### src/design/vagd_pkg.sv
// Shared types, widths and filter coefficients for the VAG ADPCM frame decoder.
`timescale 1ns / 1ps

package vagd_pkg;

    localparam int CH_W    = 1;
    localparam int POS_W   = 4;
    localparam int BYTE_W  = 8;
    localparam int NIB_W   = 4;
    localparam int PCM_W   = 16;
    localparam int HIST_W  = 32;
    localparam int SHIFT_W = 4;
    localparam int FILT_W  = 3;
    localparam int COEF_W  = 8;
    localparam int PRM_W   = SHIFT_W + FILT_W;

    localparam logic [POS_W-1:0] POS_HEADER = 4'd0;
    localparam logic [POS_W-1:0] POS_FLAGS  = 4'd1;

    localparam logic [NIB_W-1:0] FILTER_MAX = 4'd4;

    typedef logic signed [HIST_W-1:0] t_hist;
    typedef logic signed [PCM_W-1:0]  t_pcm;
    typedef logic signed [COEF_W-1:0] t_coef;

    localparam logic [FILT_W-1:0] FILT_NONE  = 3'd0;
    localparam logic [FILT_W-1:0] FILT_ONE   = 3'd1;
    localparam logic [FILT_W-1:0] FILT_TWO   = 3'd2;
    localparam logic [FILT_W-1:0] FILT_THREE = 3'd3;
    localparam logic [FILT_W-1:0] FILT_FOUR  = 3'd4;

    // Operands for one nibble through the predictor.
    typedef struct packed {
        t_hist              p1;
        t_hist              p2;
        logic [SHIFT_W-1:0] shift;
        logic [FILT_W-1:0]  filter;
        logic [NIB_W-1:0]   nibble;
    } t_alu_req;

    typedef struct packed {
        t_hist sum;
        t_pcm  pcm;
    } t_alu_rsp;

    function automatic t_coef coef_k0(input logic [FILT_W-1:0] f);
        t_coef k;
        unique case (f)
            FILT_NONE:  k = 8'sd0;
            FILT_ONE:   k = 8'sd60;
            FILT_TWO:   k = 8'sd115;
            FILT_THREE: k = 8'sd98;
            FILT_FOUR:  k = 8'sd122;
            default:    k = 8'sd0;
        endcase
        return k;
    endfunction

    function automatic t_coef coef_k1(input logic [FILT_W-1:0] f);
        t_coef k;
        unique case (f)
            FILT_NONE:  k = 8'sd0;
            FILT_ONE:   k = 8'sd0;
            FILT_TWO:   k = -8'sd52;
            FILT_THREE: k = -8'sd55;
            FILT_FOUR:  k = -8'sd60;
            default:    k = 8'sd0;
        endcase
        return k;
    endfunction

endpackage

### src/design/vagd_predictor.sv
// Nibble scaling, second-order prediction, history wrap and 16-bit saturation.
`timescale 1ns / 1ps

module vagd_predictor (
    input  vagd_pkg::t_alu_req i_req,
    output vagd_pkg::t_alu_rsp o_rsp
);
    import vagd_pkg::*;

    t_coef                           k0;
    t_coef                           k1;
    logic signed [HIST_W+COEF_W-1:0] prod0;
    logic signed [HIST_W+COEF_W-1:0] prod1;
    logic signed [HIST_W+COEF_W:0]   pred_sum;
    logic signed [HIST_W+COEF_W:0]   pred_adj;
    logic signed [HIST_W+COEF_W:0]   pred_q;
    logic signed [PCM_W-1:0]         scaled_base;
    logic signed [PCM_W-1:0]         scaled;
    t_hist                           sum;
    logic                            sat_hi;
    logic                            sat_lo;

    assign k0 = coef_k0(i_req.filter);
    assign k1 = coef_k1(i_req.filter);

    assign prod0    = i_req.p1 * k0;
    assign prod1    = i_req.p2 * k1;
    assign pred_sum = prod0 + prod1;
    // Bias negative sums so the divide by 64 truncates toward zero.
    assign pred_adj = pred_sum + (pred_sum[HIST_W+COEF_W] ? 41'sd63 : 41'sd0);
    assign pred_q   = pred_adj >>> 6;

    assign scaled_base = {i_req.nibble, 12'h000};
    assign scaled      = scaled_base >>> i_req.shift;

    // Wrap to 32 bits: low bits of the sum only depend on low bits of the terms.
    assign sum = pred_q[HIST_W-1:0] + {{(HIST_W-PCM_W){scaled[PCM_W-1]}}, scaled};

    assign sat_hi = !sum[HIST_W-1] && (|sum[HIST_W-2:PCM_W-1]);
    assign sat_lo = sum[HIST_W-1] && !(&sum[HIST_W-2:PCM_W-1]);

    always_comb begin
        o_rsp.sum = sum;
        if (sat_hi) begin
            o_rsp.pcm = 16'sh7FFF;
        end else if (sat_lo) begin
            o_rsp.pcm = -16'sh8000;
        end else begin
            o_rsp.pcm = sum[PCM_W-1:0];
        end
    end

endmodule

### src/design/vag_adpcm_frame_decoder_unit.sv
// Top level: per-channel state memories, byte sequencer and output register.
`timescale 1ns / 1ps

// Each accepted byte is registered in the read stage; a header updates state as it
//   leaves. A sample byte moves on to the execute stage, whose low-nibble, then
//   high-nibble sample is registered for output. The next sample byte waits until
//   the previous byte's two samples, sharing one predictor and write-back, are done.
// Flag bytes and bytes for channels at or above CHANNEL_COUNT are dropped on accept.
// Reset: synchronous, active low; clears per-entry valid bits so all history, shift
//   and filter read as zero. No clearing pass.
module vag_adpcm_frame_decoder_unit #(
    parameter int CHANNEL_COUNT = 2
) (
    input  logic                         i_clk,
    input  logic                         i_rst_n,
    input  logic                         i_in_valid,
    output logic                         o_in_stall,
    input  logic [vagd_pkg::CH_W-1:0]    i_channel,
    input  logic [vagd_pkg::POS_W-1:0]   i_byte_position,
    input  logic [vagd_pkg::BYTE_W-1:0]  i_byte_value,
    output logic                         o_out_valid,
    input  logic                         i_out_stall,
    output logic [vagd_pkg::CH_W-1:0]    o_out_channel,
    output logic signed [vagd_pkg::PCM_W-1:0] o_pcm_sample,
    output logic                         o_last_of_byte
);
    import vagd_pkg::*;

    localparam int IDX_W  = (CHANNEL_COUNT > 1) ? $clog2(CHANNEL_COUNT) : 1;
    localparam int HENT_W = 2 * HIST_W;

    // State memories and their valid bits
    logic [HENT_W-1:0]        hist_mem [CHANNEL_COUNT];
    logic [PRM_W-1:0]         prm_mem  [CHANNEL_COUNT];
    logic [CHANNEL_COUNT-1:0] r_hist_vld;
    logic [CHANNEL_COUNT-1:0] r_prm_vld;

    // Read stage
    logic              r_r_valid;
    logic [CH_W-1:0]   r_r_ch;
    logic [POS_W-1:0]  r_r_pos;
    logic [BYTE_W-1:0] r_r_val;
    logic [HENT_W-1:0] r_hist;
    logic [PRM_W-1:0]  r_prm;

    // Execute stage
    logic               r_x_valid;
    logic               r_x_phase;
    logic [CH_W-1:0]    r_x_ch;
    logic [BYTE_W-1:0]  r_x_byte;
    t_hist              r_x_p1;
    t_hist              r_x_p2;
    logic [SHIFT_W-1:0] r_x_shift;
    logic [FILT_W-1:0]  r_x_filter;

    // Output register
    logic            r_o_valid;
    logic [CH_W-1:0] r_o_ch;
    t_pcm            r_o_pcm;
    logic            r_o_last;

    logic [IDX_W-1:0]  in_idx;
    logic [IDX_W-1:0]  r_idx;
    logic              ch_ok;
    logic              in_accept;
    logic              r_load;
    logic              r_is_sample;
    logic              r_go;
    logic              out_ready;
    logic              x_fire;
    logic              x_done;
    logic              hist_we;
    logic [IDX_W-1:0]  hist_widx;
    logic [HENT_W-1:0] hist_wdata;
    logic [HENT_W-1:0] hist_eff;
    logic              prm_we;
    logic [PRM_W-1:0]  prm_wdata;
    logic [NIB_W-1:0]  filt_code;
    logic [FILT_W-1:0] filt_map;
    t_alu_req          alu_req;
    t_alu_rsp          alu_rsp;

    assign in_idx    = IDX_W'(i_channel);
    assign r_idx     = IDX_W'(r_r_ch);
    assign ch_ok     = ({{(32-CH_W){1'b0}}, i_channel} < 32'(CHANNEL_COUNT));
    assign in_accept = i_in_valid && !o_in_stall;
    assign r_load    = in_accept && ch_ok && (i_byte_position != POS_FLAGS);

    assign r_is_sample = (r_r_pos != POS_HEADER);
    assign out_ready   = !r_o_valid || !i_out_stall;
    assign x_fire      = r_x_valid && out_ready;
    assign x_done      = x_fire && r_x_phase;
    // Headers leave at once; sample bytes wait for the execute stage to free up.
    assign r_go        = r_r_valid && (!r_is_sample || !r_x_valid || x_done);
    assign o_in_stall  = r_r_valid && !r_go;

    assign hist_we    = x_done;
    assign hist_widx  = IDX_W'(r_x_ch);
    assign hist_wdata = {alu_rsp.sum, r_x_p1};
    // Forward a write-back of the same channel into a byte leaving the read stage.
    assign hist_eff   = (hist_we && (hist_widx == r_idx)) ? hist_wdata : r_hist;

    assign filt_code = r_r_val[BYTE_W-1:NIB_W];
    assign filt_map  = (filt_code > FILTER_MAX) ? FILT_NONE : filt_code[FILT_W-1:0];
    assign prm_we    = r_go && !r_is_sample;
    assign prm_wdata = {r_r_val[SHIFT_W-1:0], filt_map};

    always_comb begin
        alu_req.p1     = r_x_p1;
        alu_req.p2     = r_x_p2;
        alu_req.shift  = r_x_shift;
        alu_req.filter = r_x_filter;
        alu_req.nibble = r_x_phase ? r_x_byte[BYTE_W-1:NIB_W] : r_x_byte[NIB_W-1:0];
    end

    vagd_predictor u_predictor (
        .i_req (alu_req),
        .o_rsp (alu_rsp)
    );

    // History memory: one write port, one registered read port with forwarding.
    always_ff @(posedge i_clk) begin
        if (hist_we) begin
            hist_mem[hist_widx] <= hist_wdata;
        end
    end

    always_ff @(posedge i_clk) begin
        if (r_load) begin
            if (hist_we && (hist_widx == in_idx)) begin
                r_hist <= hist_wdata;
            end else begin
                r_hist <= r_hist_vld[in_idx] ? hist_mem[in_idx] : '0;
            end
        end else if (hist_we && (hist_widx == r_idx)) begin
            r_hist <= hist_wdata;
        end
    end

    always_ff @(posedge i_clk) begin
        if (!i_rst_n) begin
            r_hist_vld <= '0;
        end else if (hist_we) begin
            r_hist_vld[hist_widx] <= 1'b1;
        end
    end

    // Shift/filter memory, written by header bytes only.
    always_ff @(posedge i_clk) begin
        if (prm_we) begin
            prm_mem[r_idx] <= prm_wdata;
        end
    end

    always_ff @(posedge i_clk) begin
        if (r_load) begin
            if (prm_we && (r_idx == in_idx)) begin
                r_prm <= prm_wdata;
            end else begin
                r_prm <= r_prm_vld[in_idx] ? prm_mem[in_idx] : '0;
            end
        end
    end

    always_ff @(posedge i_clk) begin
        if (!i_rst_n) begin
            r_prm_vld <= '0;
        end else if (prm_we) begin
            r_prm_vld[r_idx] <= 1'b1;
        end
    end

    // Read stage
    always_ff @(posedge i_clk) begin
        if (!i_rst_n) begin
            r_r_valid <= 1'b0;
        end else if (r_load) begin
            r_r_valid <= 1'b1;
        end else if (r_go) begin
            r_r_valid <= 1'b0;
        end
    end

    always_ff @(posedge i_clk) begin
        if (r_load) begin
            r_r_ch  <= i_channel;
            r_r_pos <= i_byte_position;
            r_r_val <= i_byte_value;
        end
    end

    // Execute stage: low nibble, then high nibble together with the write back.
    always_ff @(posedge i_clk) begin
        if (!i_rst_n) begin
            r_x_valid <= 1'b0;
            r_x_phase <= 1'b0;
        end else if (r_go && r_is_sample) begin
            r_x_valid <= 1'b1;
            r_x_phase <= 1'b0;
        end else if (x_done) begin
            r_x_valid <= 1'b0;
            r_x_phase <= 1'b0;
        end else if (x_fire) begin
            r_x_phase <= 1'b1;
        end
    end

    always_ff @(posedge i_clk) begin
        if (r_go && r_is_sample) begin
            r_x_ch     <= r_r_ch;
            r_x_byte   <= r_r_val;
            r_x_p1     <= hist_eff[HENT_W-1:HIST_W];
            r_x_p2     <= hist_eff[HIST_W-1:0];
            r_x_shift  <= r_prm[PRM_W-1:FILT_W];
            r_x_filter <= r_prm[FILT_W-1:0];
        end else if (x_fire && !r_x_phase) begin
            r_x_p2 <= r_x_p1;
            r_x_p1 <= alu_rsp.sum;
        end
    end

    // Output register
    always_ff @(posedge i_clk) begin
        if (!i_rst_n) begin
            r_o_valid <= 1'b0;
        end else if (out_ready) begin
            r_o_valid <= r_x_valid;
        end
    end

    always_ff @(posedge i_clk) begin
        if (x_fire) begin
            r_o_ch   <= r_x_ch;
            r_o_pcm  <= alu_rsp.pcm;
            r_o_last <= r_x_phase;
        end
    end

    assign o_out_valid    = r_o_valid;
    assign o_out_channel  = r_o_ch;
    assign o_pcm_sample   = r_o_pcm;
    assign o_last_of_byte = r_o_last;

`ifndef NO_ASSERTIONS
    a_high_follows: assert property (@(posedge i_clk) disable iff (!i_rst_n)
        (x_fire && r_x_phase) |=> (o_out_valid && o_last_of_byte))
        else $error("high-nibble beat not presented after second sample");

    a_x_free_on_load: assert property (@(posedge i_clk) disable iff (!i_rst_n)
        (r_go && r_is_sample) |-> (!r_x_valid || x_done))
        else $error("sample byte loaded over a busy execute stage");

    a_hist_marked: assert property (@(posedge i_clk) disable iff (!i_rst_n)
        hist_we |=> r_hist_vld[$past(hist_widx)])
        else $error("history write-back left entry invalid");

    a_phase_idle: assert property (@(posedge i_clk) disable iff (!i_rst_n)
        !r_x_valid |-> !r_x_phase)
        else $error("execute phase set without an item");
`endif

endmodule
### config.mk
export PLATFORM = sky130hd
export DESIGN_NAME = vag_adpcm_frame_decoder_unit
export DESIGN_NICKNAME = d
export VERILOG_FILES = /design/src/design/vagd_pkg.sv /design/src/design/vagd_predictor.sv /design/src/design/vag_adpcm_frame_decoder_unit.sv
export SDC_FILE = /design/constraint.sdc
export NUM_CORES = 1
export LEC_CHECK = 0
export ABC_AREA = 0
export CORE_ASPECT_RATIO = 2
export CORE_MARGIN = 5
export CORE_UTILIZATION = 55
export CTS_CLUSTER_DIAMETER = 100
export DETAILED_ROUTE_END_ITERATION = 6
export DONT_BUFFER_PORTS = 1
export GPL_ROUTABILITY_DRIVEN = 0
export PLACE_DENSITY = 0.67
export SYNTH_ARGS = -nofsm -noshare
export SYNTH_HDL_FRONTEND = slang
export SYNTH_SLANG_ARGS = --single-unit
### constraint.sdc
create_clock -name i_clk -period 23.3 [get_ports i_clk]
set_input_delay 0 -clock i_clk [delete_from_list [all_inputs] [get_ports i_clk]]
set_output_delay 0 -clock i_clk [all_outputs]
set_load 0.01 [all_outputs]
-- Yosys cells after proc, flatten, opt, wreduce, memory -nomap -nowiden
Memories as Yosys holds them, arrays and structs flattened.
Cells that the tools add are included.
- multiplexer cells: 32
- $add $sub $neg: 3
- shifts and indexed selects: 1
- magnitude comparators: 6
- equal/unequal tests: 8
- reduce and logical (&&, ||, !) cells: 35
- multiply operators: 2
- bitwise logic cells: 3
- operators by type and width (kind ; number):
    64-bit 2-to-1 mux ; 4
    32-bit 2-to-1 mux ; 4
    32-bit by 8-bit multiplier with 40-bit output ; 2
    40-bit by 40-bit adder with 41-bit output ; 1
    38-bit adder ; 1
    32-bit adder ; 1
    7-bit case mux with 4 select lines ; 1
    8-bit case mux with 3 select lines ; 1
    1-bit logical AND ; 16
    16-bit 2-to-1 mux ; 1
    16-bit AND reduction ; 1
    16-bit OR reduction ; 1
    16-bit by 4-bit >>> shifter with 16-bit output ; 1
    1-bit 2-to-1 mux ; 14
    7-bit 2-to-1 mux ; 2
    1-bit logical NOT ; 9
    3-bit by 2-bit equality test with 1-bit output, second input constant ; 2
    1-bit by 2-bit less-than comparator with 1-bit output, second input constant ; 3
    6-bit 2-to-1 mux ; 1
    2-bit nonzero test ; 3
    4-bit by 3-bit > comparator with 1-bit output, second input constant ; 1
    4-bit 2-to-1 mux ; 1
    4-bit by 1-bit inequality test with 1-bit output, second input constant ; 1
    2-bit OR ; 2
    10 further kinds ; 16
- word-level logic and storage cells: 112
- input port bits: 17
- output and inout bits: 20
- bits in writable memories: 142
- memories: 2
- register bits: 190
- memory list (name ; words ; width ; rd ports ; clocked after Yosys merged registers in ; wr ports ; line ; RTL):
    hist_mem ; 2 ; 64 ; 1 ; 0 ; 1 ; vag_adpcm_frame_decoder_unit.sv:33 ; logic [HENT_W-1:0] hist_mem [CHANNEL_COUNT];
    prm_mem ; 2 ; 7 ; 1 ; 0 ; 1 ; vag_adpcm_frame_decoder_unit.sv:34 ; logic [PRM_W-1:0] prm_mem [CHANNEL_COUNT];

-- Depth between registers and ports, before layout
- depth in word-level cells: 12
- depth in mapped cells: 52
- depth with buffers taken out: 47

-- Modules after synthesis
From an unflattened synthesis, not the netlist that was laid out.
- cell total of the unflattened synthesis: 3016
- area total of the unflattened synthesis: 30976.0 µm²
- by module, submodules not included (module ; times used ; cells an instance ; area each (µm²) ; sequential area each (µm²)):
    vagd_predictor ; 1 ; 2177 ; 18241.2 ; 0.0
    vag_adpcm_frame_decoder_unit ; 1 ; 839 ; 12734.7 ; 9248.9

-- Worst setup path before layout
No wires, ideal clock.
- kind: reg2reg
- start point: reg r_x_filter[0]
- end point: reg r_o_pcm[10] (netlist: o_pcm_sample[10]), data pin
- setup time: 0.142 ns
- required time: 23.158 ns
- arrival time: 11.153 ns
- clock period less this slack: 11.295 ns
- slack: 12.005 ns
- stages on the path, launching flop included: 46
- buffers on the path: 6
- path through: edfxtp_1 > clkbuf_1 > nor3b_1 > clkbuf_1 > buf_1 > nand2_1 > fa_1 > fa_1 > fa_1 > inv_1 > fa_1 > fa_1 > inv_1 > fa_1 > inv_1 > ha_1 > clkbuf_1 > a21oi_1 > (+10 left out) > a311oi_1 > a21oi_1 > xor2_1 > ha_1 > clkbuf_1 > a2111o_1 > nor4_1 > and3_1 > nor4_1 > o31ai_1 > a21oi_1 > a31oi_1 > nand4_1 > nor4_1 > nand4_1 > o41a_1 > buf_4 > o21ai_2
- RTL lines (element ; line ; RTL):
    start: declaration ; vag_adpcm_frame_decoder_unit.sv:54 ; logic [FILT_W-1:0] r_x_filter;
    start signal: assignment ; vag_adpcm_frame_decoder_unit.sv:215 ; r_x_filter <= r_prm[FILT_W-1:0];
    end signal: assignment ; vag_adpcm_frame_decoder_unit.sv:234 ; r_o_pcm <= alu_rsp.pcm;
    end: declaration ; vag_adpcm_frame_decoder_unit.sv:59 ; t_pcm r_o_pcm;

==> flow_metrics.py <==
metrics = {
    "outcome": {
        "status": "finished clean",
    },
    "global_route": {
        "grt_max_degree": 73,
        "grt-ovfl-total": 0,
        "grt_pass1_wl_um": 120000,
        "grt_util_all_layers": 0.254,
        "antenna_found_initial": 0,
        "grt_pass1_vias": 22797,
    },
    "min_path": {
        "hold_path_depth": 1,
        "hp-class": "in -> reg",
        "min_to": "r_r_val[6]$_DFFE_PP_",
        "hp-start": "i_byte_value[6]",
    },
    "synth": {
        "ys_types": 82,
        "yosys.area_share.simple": 0.127,
        "ys_warn_count": 0,
        "ys_seq_area_frac": 0.304,
        "ys.flop_type": "edfxtp_1",
        "syn_area_per_cell_um2": 10.3,
        "synth_top_family_by_area": "adder cells",
        "muxShareOfSynthArea": 0.0483,
        "synth_top_area_cell": "edfxtp_1",
        "syn_nets": 3542,
        "synth_xor_area_frac": 0.0297,
        "synth-adder-area-share": 0.317,
        "synth_compound_area_frac": 0.0943,
        "syn_area_um2": 30400,
        "synthCells": 2961,
        "netlist_top_cells_area": "edfxtp_1 (26%), fa_1 (23%), ha_1 (9.1%)",
        "synth_top_area_share": 0.257,
        "ys_ff_latch": 332,
        "async_flop_share": 0,
        "synth_enable_flop_cells": 260,
    },
    "clocking": {
        "cts_buffers": 29,
        "postCtsResizedCells": 0,
        "insertion_delay_ps": 600,
        "h-tree-depth": 1,
        "cts_sinks": 332,
        "cts_root_buffer": "clkbuf_16",
        "cts_tree": "done",
        "clkTransAtPathRegs_ps": 70,
        "clockBufferDepth": 3,
    },
    "floorplan": {
        "start_util": 0.552,
        "die-area_um2": 60400,
        "core_um2": 55100,
        "fp.dieW_um": 176,
        "die_h_um": 342,
        "num_io_pins": 37,
        "rows": 122,
    },
    "sta": {
        "fin_skew_ps": 28.2,
        "fin_crit_ps": 14210,
        "max_slew_margin": 0.272,
        "fmax_mhz": 70.4,
        "finalHoldViolCount": 0,
        "setup_violations": 0,
        "rsz0062_at_grt": "no",
        "tightestPinTransition_ps": 1090,
        "fin_crit_sh": 0.610,
        "fin_tns_setup_ps": 0,
        "drv_slew": 0,
    },
    "route": {
        "drt_iter0_markers": 1143,
        "wire_per_inst_um": 20.6,
        "via_per_inst": 5.70,
        "first_pass_iters": 5,
        "postRouteAntennaNets": 0,
        "drc": 0,
        "vias": 21042,
        "wirelength_um": 76100,
    },
    "final_layout": {
        "final_cell_mix": "inv_1 (534), fa_1 (343), edfxtp_1 (260)",
        "antennaDiodeCount": 0,
        "layout-drive-gt1-share": 0.0679,
        "final_util": 0.586,
        "ff_latch_area_um2": 9250,
        "multi_input_area_um2": 18800,
        "syn_to_final_growth_pct": 6.16,
        "fill_cells": 4674,
        "layout_commonest_cell": "inv_1",
        "final_net_count": 3504,
    },
    "critical_path": {
        "cp.required_ps": 23590,
        "critPathArrivalTime_ps": 14490,
        "cp-start-kind": "flop",
        "reg2reg_depth": 45,
        "cp_slowest_cell": "nor4_1",
        "regToRegEndpoint": "o_pcm_sample[1]$_SDFFCE_PP1P_",
        "r2r-start": "r_x_filter[1]$_DFFE_PP_",
        "end_kind": "flop",
        "worstSetupPathType": "reg -> reg",
        "critical-path-top-delay-family": "adder cells",
        "crit_fanout": 65,
        "path_buf_inv": 9,
        "r2r_slack_ps": 9090,
        "max_stage_delay_ps": 750,
    },
    "flow_run": {
        "maxCapViolations": 0,
    },
    "place": {
        "dp_hpwl_um": 59600,
        "port_buffers": 0,
    },
}
kinds of logic after synthesis:
kind of cell / after synthesis
fa+ha+maj: 564
buf+inv: 640
compound gates: 425
xor+xnor: 103
mux: 139
simple gates: 758
flops: 332
cells in the mapped netlist (all sizes together), types with 34 or more instances:
| cell | n |
|---|---|
| inv | 534 |
| fa | 343 |
| edfxtp | 260 |
| ha | 221 |
| nand2 | 186 |
| and2 | 178 |
| nor2 | 165 |
| a21oi | 122 |
| o21ai | 105 |
| clkbuf | 89 |
| mux2i | 86 |
| dfxtp | 72 |
| xnor2 | 63 |
| mux2 | 52 |
| and3 | 45 |
| nor3 | 43 |
| xor2 | 40 |
| a221o | 34 |
stage by stage:
stage	setup slack (ps)	cell area [µm²]	instances	hold WS, ps
after floorplan	12000	30400	2961	98.9
after global placement	9640	31100	3619	98.9
after detailed placement	9260	31100	3619	98.9
after CTS	9200	32300	3689	3.60
after global routing	8170	32300	3689	15.8
final	9090	32300	3689	32.7
layer usage:
metal  routed length, µm  part of all wire  up-vias  global-route usage
met5                   0                 0        -                   0
met4                4330             0.057        0               0.126
met3                2680             0.035      235              0.0235
met2               41200              0.54      599               0.482
met1               27900              0.37    10494               0.281
li1                    -                 -     9714                   -
timing repair:
item	in CTS	in global routing
hold endpoints to repair	110	0
hold buffers	17	0
setup buffers	0	0
worst register-to-register path: cells and delay by family (launching register included):
kind | cells | cell delay (ps)
flops | 1 | 470
xor+xnor | 3 | 640
simple gates | 12 | 3120
buf+inv | 9 | 1980
fa+ha+maj | 9 | 4050
compound gates | 12 | 3680
worst max path at each step:
stage | startpoint | to | slack [ps] | depth (start not counted)
detailed placement | r_x_filter[1]$_DFFE_PP_ | o_pcm_sample[1]$_SDFFCE_PP1P_ | 9260 | 46
CTS | r_x_filter[1]$_DFFE_PP_ | o_pcm_sample[1]$_SDFFCE_PP1P_ | 9200 | 45
floorplan | r_x_filter[0]$_DFFE_PP_ | o_pcm_sample[10]$_SDFFCE_PP1P_ | 12000 | 45
global route | r_x_filter[1]$_DFFE_PP_ | o_pcm_sample[2]$_SDFFCE_PP1P_ | 8170 | 46
global placement | r_x_filter[1]$_DFFE_PP_ | o_pcm_sample[0]$_SDFFCE_PP1P_ | 9640 | 46
finish | r_x_filter[1]$_DFFE_PP_ | o_pcm_sample[1]$_SDFFCE_PP1P_ | 9090 | 45
flip-flops by register name, indices dropped and copies added, names as in the netlist, 2 cells and up:
signal,flops
prm_mem,14
o_pcm_sample,16
r_prm_vld,2
r_x_filter,3
hist_mem,128
r_prm,7
r_r_pos,4
r_x_p1,32
r_x_shift,4
r_x_p2,32
r_x_byte,8
r_r_val,8
r_hist_vld,2
r_hist,64
cell type report:
class	count	share of cell area
clock buffers	34	0.0234
well taps	744	0.0288
multi-input cells	1989	0.582
inverters	535	0.0622
repair buffers	36	0.0102
clock inverters	19	0.00667
flip-flops and latches	332	0.287
Power is not shown: default switching activity piles up to over one toggle a cycle in this logic, so the estimate is an artifact.
